**src/hdl/sbsm_pkg.sv**
```systemverilog
// Shared types, constants and lookup table for the stereo balance, swap and mono unit
`timescale 1ns / 1ps

package sbsm_pkg;

    // sample and coefficient widths
    localparam int SAMPLE_BITS   = 24;
    localparam int COEF_BITS_DEF = 16;
    localparam int COEF_BITS_MAX = 24;

    // Q1.16 gain and mono amount
    localparam int GAIN_W = 17;
    localparam logic [GAIN_W-1:0] UNITY = 17'h10000;

    // smoothing pole after reset, Q0.16, cut to the coefficient width in use
    localparam logic [COEF_BITS_MAX-1:0] COEF_RESET = 24'd65481;

    // whole percent limit
    localparam logic [6:0] PCT_MAX = 7'd100;

    // register word indexes on the configuration port
    localparam int CFG_IDX_W = 3;
    localparam logic [CFG_IDX_W-1:0] REG_BALANCE = 3'd0;
    localparam logic [CFG_IDX_W-1:0] REG_SWAP    = 3'd1;
    localparam logic [CFG_IDX_W-1:0] REG_MONO    = 3'd2;
    localparam logic [CFG_IDX_W-1:0] REG_COEF    = 3'd3;
    localparam logic [CFG_IDX_W-1:0] REG_ENABLE  = 3'd4;
    localparam int PADDR_W = CFG_IDX_W + 2;

    typedef logic [GAIN_W-1:0] q17_t;
    typedef q17_t [100:0] pct_table_t;

    // percent to Q1.16, round to nearest, built at elaboration
    function automatic pct_table_t build_pct_table();
        pct_table_t t;
        for (int i = 0; i <= 100; i++) begin
            t[i] = GAIN_W'((i * 65536 + 50) / 100);
        end
        return t;
    endfunction

    localparam pct_table_t PCT_Q16 = build_pct_table();

    // input and result beats
    typedef struct packed {
        logic signed [SAMPLE_BITS-1:0] left_in;
        logic signed [SAMPLE_BITS-1:0] right_in;
        logic                          frame_end;
    } sbsm_in_t;

    typedef struct packed {
        logic signed [SAMPLE_BITS-1:0] left_out;
        logic signed [SAMPLE_BITS-1:0] right_out;
        logic                          frame_end_out;
    } sbsm_out_t;

    // sequencer steps
    typedef enum logic [3:0] {
        ST_IDLE,
        ST_GAIN_L,
        ST_GAIN_R,
        ST_MONO,
        ST_MONO_WB,
        ST_MIX_L,
        ST_MIX_R,
        ST_SCALE_L,
        ST_SCALE_R,
        ST_SCALE_WB,
        ST_DONE
    } sbsm_state_t;

endpackage

```
**src/hdl/stereo_balance_swap_mono_unit.sv**
```systemverilog
// Stereo balance, channel swap and mono blend with one shared multiplier
`timescale 1ns / 1ps

// Usage
// s_ channel takes one stereo pair per beat (left_in, right_in, frame_end);
// m_ channel returns one processed pair per beat, frame_end copied across.
// Both use valid/ready; a beat moves when valid and ready are high together.
// Registers sit on the APB-style port at word addresses: balance, swap,
// mono, smoothing coefficient, enable. Write them only while the unit is idle.
// Active item: the result turns valid in the same cycle as s_ready comes back,
// so a new beat is taken only once the last result has left the sequencer; seven multiplies run in turn on one
// signed multiplier with a registered product, under an eleven-step sequencer.
// Disabled or transparent item: passes straight through, idle step to final step.
// s_ready is high only in the idle step. A finished result waits in the
// output register, so the next beat is taken while the receiver stalls;
// a second result holds in the final step until the output register empties.
// Reset (aresetn low, synchronous) restores the register defaults, unity
// gains and zero mono amount, and empties the unit.
module stereo_balance_swap_mono_unit #(
    parameter int COEF_BITS = sbsm_pkg::COEF_BITS_DEF
) (
    input  logic                            aclk,
    input  logic                            aresetn,
    // input beats
    input  logic                            s_valid,
    output logic                            s_ready,
    input  sbsm_pkg::sbsm_in_t              s_data,
    // result beats
    output logic                            m_valid,
    input  logic                            m_ready,
    output sbsm_pkg::sbsm_out_t             m_data,
    // configuration
    input  logic                            psel,
    input  logic                            penable,
    input  logic                            pwrite,
    input  logic [sbsm_pkg::PADDR_W-1:0]    paddr,
    input  logic [31:0]                     pwdata,
    output logic [31:0]                     prdata,
    output logic                            pready
);

    import sbsm_pkg::*;

    // multiplier operand and product widths
    localparam int MA = SAMPLE_BITS + 1;
    localparam int MB = (COEF_BITS > GAIN_W) ? COEF_BITS : GAIN_W;
    localparam int PW = MA + MB + 1;
    localparam int SW = SAMPLE_BITS;

    localparam logic [PW-1:0] HALF_C  = {{(PW-1){1'b0}}, 1'b1} << (COEF_BITS - 1);
    localparam logic [PW-1:0] HALF_17 = {{(PW-1){1'b0}}, 1'b1} << 16;
    localparam logic [PW-1:0] HALF_16 = {{(PW-1){1'b0}}, 1'b1} << 15;

    // configuration registers
    logic signed [7:0]      balance_reg;
    logic                   swap_reg;
    logic [6:0]             mono_pct_reg;
    logic [COEF_BITS-1:0]   coef_reg;
    logic                   enable_reg;

    // smoother state
    logic [GAIN_W-1:0]      gain_l_reg, gain_l_next;
    logic [GAIN_W-1:0]      gain_r_reg, gain_r_next;
    logic [GAIN_W-1:0]      mono_reg, mono_next;

    // sequencer and working registers
    sbsm_state_t            state_reg, state_next;
    logic signed [SW-1:0]   l_reg, l_next;
    logic signed [SW-1:0]   r_reg, r_next;
    logic                   fe_reg, fe_next;
    logic signed [PW-1:0]   p_reg, p_next;

    // output register
    logic                   m_valid_reg, m_valid_next;
    sbsm_out_t              m_data_reg, m_data_next;

    logic                   cfg_wr;
    logic [CFG_IDX_W-1:0]   cfg_idx;
    logic                   s_take;
    logic                   out_load;

    logic                   bal_neg;
    logic [7:0]             bal_abs;
    logic [6:0]             bal_mag;
    logic [6:0]             mono_clamp;
    logic [GAIN_W-1:0]      bal_q;
    logic [GAIN_W-1:0]      tgt_l, tgt_r, tgt_m;
    logic                   transparent;
    logic                   active;

    logic signed [MA-1:0]   mul_a;
    logic [MB-1:0]          mul_b;
    logic signed [17:0]     gdiff;
    logic [GAIN_W-1:0]      g_now, g_tgt;
    logic signed [SW:0]     sdiff;

    logic signed [PW-1:0]   rnd_c, rnd_17, rnd_16;
    logic [GAIN_W:0]        glide_sum;
    logic [GAIN_W-1:0]      glide_val;
    logic signed [SW-1:0]   mix_val;
    logic signed [SW-1:0]   scale_val;

    // handshakes
    assign pready   = 1'b1;
    assign cfg_wr   = psel && penable && pwrite && pready;
    assign cfg_idx  = paddr[PADDR_W-1:2];
    assign s_ready  = (state_reg == ST_IDLE);
    assign s_take   = s_valid && s_ready;
    assign m_valid  = m_valid_reg;
    assign m_data   = m_data_reg;
    assign out_load = (state_reg == ST_DONE) && (!m_valid_reg || m_ready);

    // register readback
    always_comb begin
        case (cfg_idx)
            REG_BALANCE: prdata = {24'd0, balance_reg};
            REG_SWAP:    prdata = {31'd0, swap_reg};
            REG_MONO:    prdata = {25'd0, mono_pct_reg};
            REG_COEF:    prdata = 32'(coef_reg);
            REG_ENABLE:  prdata = {31'd0, enable_reg};
            default:     prdata = 32'd0;
        endcase
    end

    // clamp balance and mono to whole percent range
    always_comb begin
        bal_neg = balance_reg[7];
        bal_abs = bal_neg ? 8'(-balance_reg) : 8'(balance_reg);
        if (balance_reg > 8'sd100 || balance_reg < -8'sd100) begin
            bal_mag = PCT_MAX;
        end else begin
            bal_mag = bal_abs[6:0];
        end
        mono_clamp = (mono_pct_reg > PCT_MAX) ? PCT_MAX : mono_pct_reg;
    end

    // smoother targets, balance only attenuates the far side
    always_comb begin
        bal_q = PCT_Q16[bal_mag];
        tgt_l = bal_neg ? UNITY : UNITY - bal_q;
        tgt_r = bal_neg ? UNITY - bal_q : UNITY;
        tgt_m = PCT_Q16[mono_clamp];
    end

    assign transparent = (balance_reg == 8'sd0) && !swap_reg && (mono_pct_reg == 7'd0);
    assign active      = enable_reg && !transparent;

    // configuration writes, enable rising snaps the smoothers
    always_ff @(posedge aclk) begin
        if (!aresetn) begin
            balance_reg  <= 8'sd0;
            swap_reg     <= 1'b0;
            mono_pct_reg <= 7'd0;
            coef_reg     <= COEF_RESET[COEF_BITS-1:0];
            enable_reg   <= 1'b0;
        end else if (cfg_wr) begin
            case (cfg_idx)
                REG_BALANCE: balance_reg  <= signed'(pwdata[7:0]);
                REG_SWAP:    swap_reg     <= pwdata[0];
                REG_MONO:    mono_pct_reg <= pwdata[6:0];
                REG_COEF:    coef_reg     <= pwdata[COEF_BITS-1:0];
                REG_ENABLE:  enable_reg   <= pwdata[0];
                default:     ;
            endcase
        end
    end

    // next step of the sequencer
    always_comb begin
        state_next = state_reg;
        case (state_reg)
            ST_IDLE: begin
                if (s_take) begin
                    state_next = active ? ST_GAIN_L : ST_DONE;
                end
            end
            ST_GAIN_L:   state_next = ST_GAIN_R;
            ST_GAIN_R:   state_next = ST_MONO;
            ST_MONO:     state_next = ST_MONO_WB;
            ST_MONO_WB:  state_next = ST_MIX_L;
            ST_MIX_L:    state_next = ST_MIX_R;
            ST_MIX_R:    state_next = ST_SCALE_L;
            ST_SCALE_L:  state_next = ST_SCALE_R;
            ST_SCALE_R:  state_next = ST_SCALE_WB;
            ST_SCALE_WB: state_next = ST_DONE;
            ST_DONE: begin
                if (out_load) begin
                    state_next = ST_IDLE;
                end
            end
            default:     state_next = ST_IDLE;
        endcase
    end

    // shared multiplier operands
    always_comb begin
        g_now = gain_l_reg;
        g_tgt = tgt_l;
        case (state_reg)
            ST_GAIN_R: begin
                g_now = gain_r_reg;
                g_tgt = tgt_r;
            end
            ST_MONO: begin
                g_now = mono_reg;
                g_tgt = tgt_m;
            end
            default: begin
                g_now = gain_l_reg;
                g_tgt = tgt_l;
            end
        endcase
        gdiff = signed'({1'b0, g_now}) - signed'({1'b0, g_tgt});
        sdiff = (state_reg == ST_MIX_R) ? (SW+1)'(l_reg) - (SW+1)'(r_reg)
                                        : (SW+1)'(r_reg) - (SW+1)'(l_reg);
        case (state_reg)
            ST_GAIN_L, ST_GAIN_R, ST_MONO: begin
                mul_a = {{(MA-18){gdiff[17]}}, gdiff};
                mul_b = MB'(coef_reg);
            end
            ST_MIX_L, ST_MIX_R: begin
                mul_a = sdiff;
                mul_b = MB'(mono_reg);
            end
            ST_SCALE_L: begin
                mul_a = MA'(l_reg);
                mul_b = MB'(gain_l_reg);
            end
            ST_SCALE_R: begin
                mul_a = MA'(r_reg);
                mul_b = MB'(gain_r_reg);
            end
            default: begin
                mul_a = '0;
                mul_b = '0;
            end
        endcase
        p_next = PW'(mul_a) * PW'(signed'({1'b0, mul_b}));
    end

    // round half up of the registered product
    always_comb begin
        rnd_c  = (p_reg + signed'(HALF_C)) >>> COEF_BITS;
        rnd_17 = (p_reg + signed'(HALF_17)) >>> 17;
        rnd_16 = (p_reg + signed'(HALF_16)) >>> 16;
    end

    // smoother write-back uses the target of the multiply whose product is now registered
    always_comb begin
        case (state_reg)
            ST_MONO:    glide_sum = {1'b0, tgt_r} + rnd_c[GAIN_W:0];
            ST_MONO_WB: glide_sum = {1'b0, tgt_m} + rnd_c[GAIN_W:0];
            default:    glide_sum = {1'b0, tgt_l} + rnd_c[GAIN_W:0];
        endcase
        glide_val = glide_sum[GAIN_W-1:0];
        mix_val   = (state_reg == ST_MIX_R) ? l_reg + rnd_17[SW-1:0]
                                            : r_reg + rnd_17[SW-1:0];
        scale_val = rnd_16[SW-1:0];
    end

    // datapath and output register updates per step
    always_comb begin
        gain_l_next  = gain_l_reg;
        gain_r_next  = gain_r_reg;
        mono_next    = mono_reg;
        l_next       = l_reg;
        r_next       = r_reg;
        fe_next      = fe_reg;
        m_valid_next = m_valid_reg && !m_ready;
        m_data_next  = m_data_reg;
        case (state_reg)
            ST_IDLE: begin
                if (s_take) begin
                    fe_next = s_data.frame_end;
                    if (active && swap_reg) begin
                        l_next = s_data.right_in;
                        r_next = s_data.left_in;
                    end else begin
                        l_next = s_data.left_in;
                        r_next = s_data.right_in;
                    end
                end
            end
            ST_GAIN_R:   gain_l_next = glide_val;
            ST_MONO:     gain_r_next = glide_val;
            ST_MONO_WB:  mono_next   = glide_val;
            ST_MIX_R:    l_next      = mix_val;
            ST_SCALE_L:  r_next      = mix_val;
            ST_SCALE_R:  l_next      = scale_val;
            ST_SCALE_WB: r_next      = scale_val;
            ST_DONE: begin
                if (out_load) begin
                    m_valid_next              = 1'b1;
                    m_data_next.left_out      = l_reg;
                    m_data_next.right_out     = r_reg;
                    m_data_next.frame_end_out = fe_reg;
                end
            end
            default: ;
        endcase
        if (cfg_wr && cfg_idx == REG_ENABLE && pwdata[0] && !enable_reg) begin
            gain_l_next = tgt_l;
            gain_r_next = tgt_r;
            mono_next   = tgt_m;
        end
    end

    // control and smoother state
    always_ff @(posedge aclk) begin
        if (!aresetn) begin
            state_reg   <= ST_IDLE;
            m_valid_reg <= 1'b0;
            gain_l_reg  <= UNITY;
            gain_r_reg  <= UNITY;
            mono_reg    <= '0;
        end else begin
            state_reg   <= state_next;
            m_valid_reg <= m_valid_next;
            gain_l_reg  <= gain_l_next;
            gain_r_reg  <= gain_r_next;
            mono_reg    <= mono_next;
        end
    end

    // payload registers
    always_ff @(posedge aclk) begin
        l_reg      <= l_next;
        r_reg      <= r_next;
        fe_reg     <= fe_next;
        p_reg      <= p_next;
        m_data_reg <= m_data_next;
    end

    // checks
    a_bypass_to_done: assert property (@(posedge aclk) disable iff (!aresetn)
        (s_take && !active) |=> (state_reg == ST_DONE))
        else $error("bypass beat did not go straight to the final step");

    a_gain_range: assert property (@(posedge aclk) disable iff (!aresetn)
        (gain_l_reg <= UNITY) && (gain_r_reg <= UNITY) && (mono_reg <= UNITY))
        else $error("smoother state above unity");

    a_out_from_done: assert property (@(posedge aclk) disable iff (!aresetn)
        $rose(m_valid_reg) |-> ($past(state_reg) == ST_DONE))
        else $error("result beat raised outside the final step");

    a_done_leaves: assert property (@(posedge aclk) disable iff (!aresetn)
        (state_reg == ST_DONE && !m_valid_reg) |=> (state_reg == ST_IDLE && m_valid_reg))
        else $error("final step did not hand over to an empty output register");

endmodule
```
**config.mk**
```make
export PLATFORM = sky130hd
export DESIGN_NAME = stereo_balance_swap_mono_unit
export DESIGN_NICKNAME = d
export VERILOG_FILES = /design/src/hdl/sbsm_pkg.sv /design/src/hdl/stereo_balance_swap_mono_unit.sv
export SDC_FILE = /design/constraint.sdc
export NUM_CORES = 2
export LEC_CHECK = 0
export BUFFER_PORTS_ARGS = -buffer_cell sky130_fd_sc_hd__buf_2
export CORE_ASPECT_RATIO = 0.75
export CORE_MARGIN = 2
export CORE_UTILIZATION = 62
export CTS_CLUSTER_DIAMETER = 30
export DETAILED_ROUTE_END_ITERATION = 7
export PLACE_DENSITY = 0.81
export SLEW_MARGIN = 20
export SYNTH_ARGS = -nofsm -noshare
export SYNTH_HDL_FRONTEND = slang
export SYNTH_SLANG_ARGS = --single-unit
```
**constraint.sdc**
```tcl
create_clock -name aclk -period 27.2 [get_ports aclk]
set_clock_uncertainty 0.2 [all_clocks]
set_input_delay 0 -clock aclk [delete_from_list [all_inputs] [get_ports aclk]]
set_output_delay 0 -clock aclk [all_outputs]
set_load 0.005 [all_outputs]
```
==> results_dict.tcl <==
set metrics [dict create \
    clkSlewWorstSetupHoldPaths_ns 0.05 \
    tightest_slew_ns 1.21 \
    synth.top_cell.area_share_pct 22.8 \
    fin_ws_ns 10.26 \
    antenna_found_initial 1 \
    cts-resized-gates 0 \
    nets 5203 \
    start_util_pct 62.8 \
    setup_violations 0 \
    wl_per_cell_um 23.6 \
    fin_tns_setup_ns 0 \
    leakage_nw 18.0 \
    worst_r2r_startpoint "balance_reg[0]" \
    crit_start "balance_reg[0]" \
    io_buffers 141 \
    crit_fanout 15 \
    hold_class "in2reg" \
    routed_wl_mm 124 \
    dp_hpwl_mm 88.3 \
    hold_start "psel" \
    cts_tree "built" \
    vias_per_cell 6.56 \
    cts_sinks 213 \
    rsz0062_at_grt "false" \
    crit_cells 57 \
    synth-async-reset-ratio_pct 0 \
    drv_cap 0 \
    synthCells 4334 \
    clock.fmax_ghz 0.0590 \
    overflow 0 \
    ys_ff_latch 213 \
    gp_congestion 1.02 \
    reg2reg_to "p_reg[40]" \
    hold_violations 0 \
    drtPass1Iterations 8 \
    die-area_sq_mm 0.0588 \
    synthTopCellsByArea "fa_1, ha_1, edfxtp_1" \
    finalCritPeriodShare_pct 62.3 \
    rr_worst_depth 57 \
    failed_checks "design-rule violations" \
    cts_setup_buffers 0 \
    vias 34322 \
    htreeDepth 2 \
    path_delay_family "compound AO/OA/AOI/OAI gates" \
    endpoint "p_reg[40]" \
    final_max_slew_viol_count 0 \
    grt_max_degree 89 \
    fp.dieH_um 211 \
    critPathLaunchType "register" \
    status "complete, but fails checks" \
    cts_buffer_depth 3 \
    synth_area_leader_cell "fa_1" \
    clkLatencyLatePin_ns 0.59 \
    pin_count 177 \
    period_minus_slack_ns 16.94 \
    root_buffer "clkbuf_16" \
    grt_usage_pct 41.9 \
    fill_cells 4331 \
    core_sq_mm 0.0561 \
    drive_gt1_share_pct 8.84 \
    syn_avg_cell_area_sq_um 8.14 \
    n_antenna_cell 0 \
    ys_warn_count 0 \
    multiInputGateArea_sq_mm 0.0268 \
    drc 13 \
    ir_drop_mv 0.112 \
    synth_ff_type "dfxtp_1" \
    num_rows 75 \
    synth_area_sq_mm 0.0353 \
    critPathMaxStageDelay_ns 0.86 \
    arrival_ns 17.17 \
    synth-edff-count 98 \
    largest_reg_flops 49 \
    grt_pass1_vias 32931 \
    cts_buffers 47 \
    endpoint_kind "register" \
    die_x_um 279 \
    powerDensity_mw_per_mm2 128 \
    first_iter_violations 5668 \
    regArea_sq_mm 0.00525 \
    area_growth_pct 11.5 \
    grt_pass1_wl_mm 191 \
    ys_types 113 \
    critPathSlowestCell "a2111oi_1" \
    synth-seq-area-share_pct 14.9 \
    ant_nets 0 \
    path_class "reg2reg" \
    worst_ep_required_time_ns 27.43 \
    relSlewSlack_pct 18.8 \
    cp_common_cell "o21ai_0" \
    place_ws_ns 10.85 \
    critPathBufInv 7 \
    regToRegSetupSlack_ns 10.26 \
]
worst min-delay path by stage:
stage / end / cells past startpoint / slack (ns)
global route: mono_pct_reg[2] / 5 / 0.11
CTS: mono_pct_reg[2] / 5 / 0.02
finish: mono_pct_reg[2] / 5 / 0.05
global placement: fe_reg / 1 / -0.02
floorplan: fe_reg / 0 / -0.10
detailed placement: fe_reg / 1 / -0.02
cell families after synthesis:
family | count (synthesis) | synth area share, %
other | 2 | 0.0213
buffers and inverters | 846 | 9.40
AOI/OAI and AO/OA | 942 | 18.0
DFF | 213 | 14.9
adders and majority gates | 649 | 31.5
xor gates and xnor gates | 182 | 4.62
muxes | 123 | 3.68
and+or+nand+nor | 1377 | 17.8
synth_stat cells, types with 43 or more instances:
cell,number
and2_1,53
a21o_1,43
xnor2_1,113
clkbuf_1,201
nor3_1,63
dfxtp_1,115
xor2_1,65
nand3_1,88
ha_1,242
nor2b_1,63
o21ai_0,205
inv_1,566
nand2_1,499
fa_1,402
mux2i_1,105
a211oi_1,46
nand2b_1,45
nor2_1,416
edfxtp_1,98
a21oi_1,191
layout make-up:
type	instances	area share (%)
repair buffers	345	6.50
multi-input cells	3290	68.3
well taps	731	2.33
clock inverters	30	0.859
flip-flops and latches	213	13.3
clock buffers	56	3.24
inverters	569	5.43
where the power goes:
part           internal (mW)  switching, mW
sequential             0.435          0.103
combinational           1.44           2.47
clock                  0.362          0.216
total                   2.24           2.79
timing repair:
action	in CTS	in global routing
endpoints found under the hold margin	120	0
hold buffers	127	0
endpoints found under the setup margin	0	0
cells in the final DEF, fill, tap and decap left out, types with 35 or more instances in the layout:
cell type	netlist	final
clkbuf_16	0	49
o22ai_1	42	42
nand3_1	88	88
dlygate4sd3_1	0	127
nand2_1	499	498
o221ai_1	40	40
fa_1	402	402
ha_1	242	242
mux2i_1	105	105
o211ai_1	35	35
o21ai_0	205	203
inv_1	566	566
and2_1	53	53
xnor2_1	113	112
a31oi_1	41	41
nor3_1	63	61
buf_4	26	77
a211oi_1	46	44
nor2_1	416	415
nand2b_1	45	45
dfxtp_1	115	114
a22oi_1	42	42
edfxtp_1	98	98
buf_2	22	141
a21o_1	43	43
nor2b_1	63	63
a21oi_1	191	191
xor2_1	65	65
layer usage:
metal,vias up,routed length (um),global-route usage (%)
li1,14853,-,-
met1,16267,48500,59.5
met2,2777,49400,58.4
met3,425,20800,15.8
met4,0,4920,14.0
met5,-,0,0
through the flow:
stage          utilization (%)  hold slack (ns)  std cells  total power [mW]  area [sq um]
2_1_floorplan                -           -0.101       4349              3.06         35300
3_3_place_gp              64.9          -0.0236       5021              4.12         36400
3_5_place_dp              64.9          -0.0200       5021              4.18         36400
4_1_cts                   70.0           0.0156       5234              4.85         39300
5_1_grt                   70.1            0.108       5234              5.40         39300
6_report                  70.1           0.0486       5234              5.04         39300
worst min-delay path: cells and delay by family:
family,cells,cell delay [ns]
mux,1,0.12
buf+inv,1,0.11
simple gates,3,0.56
Power figures use the tool's default switching activity.
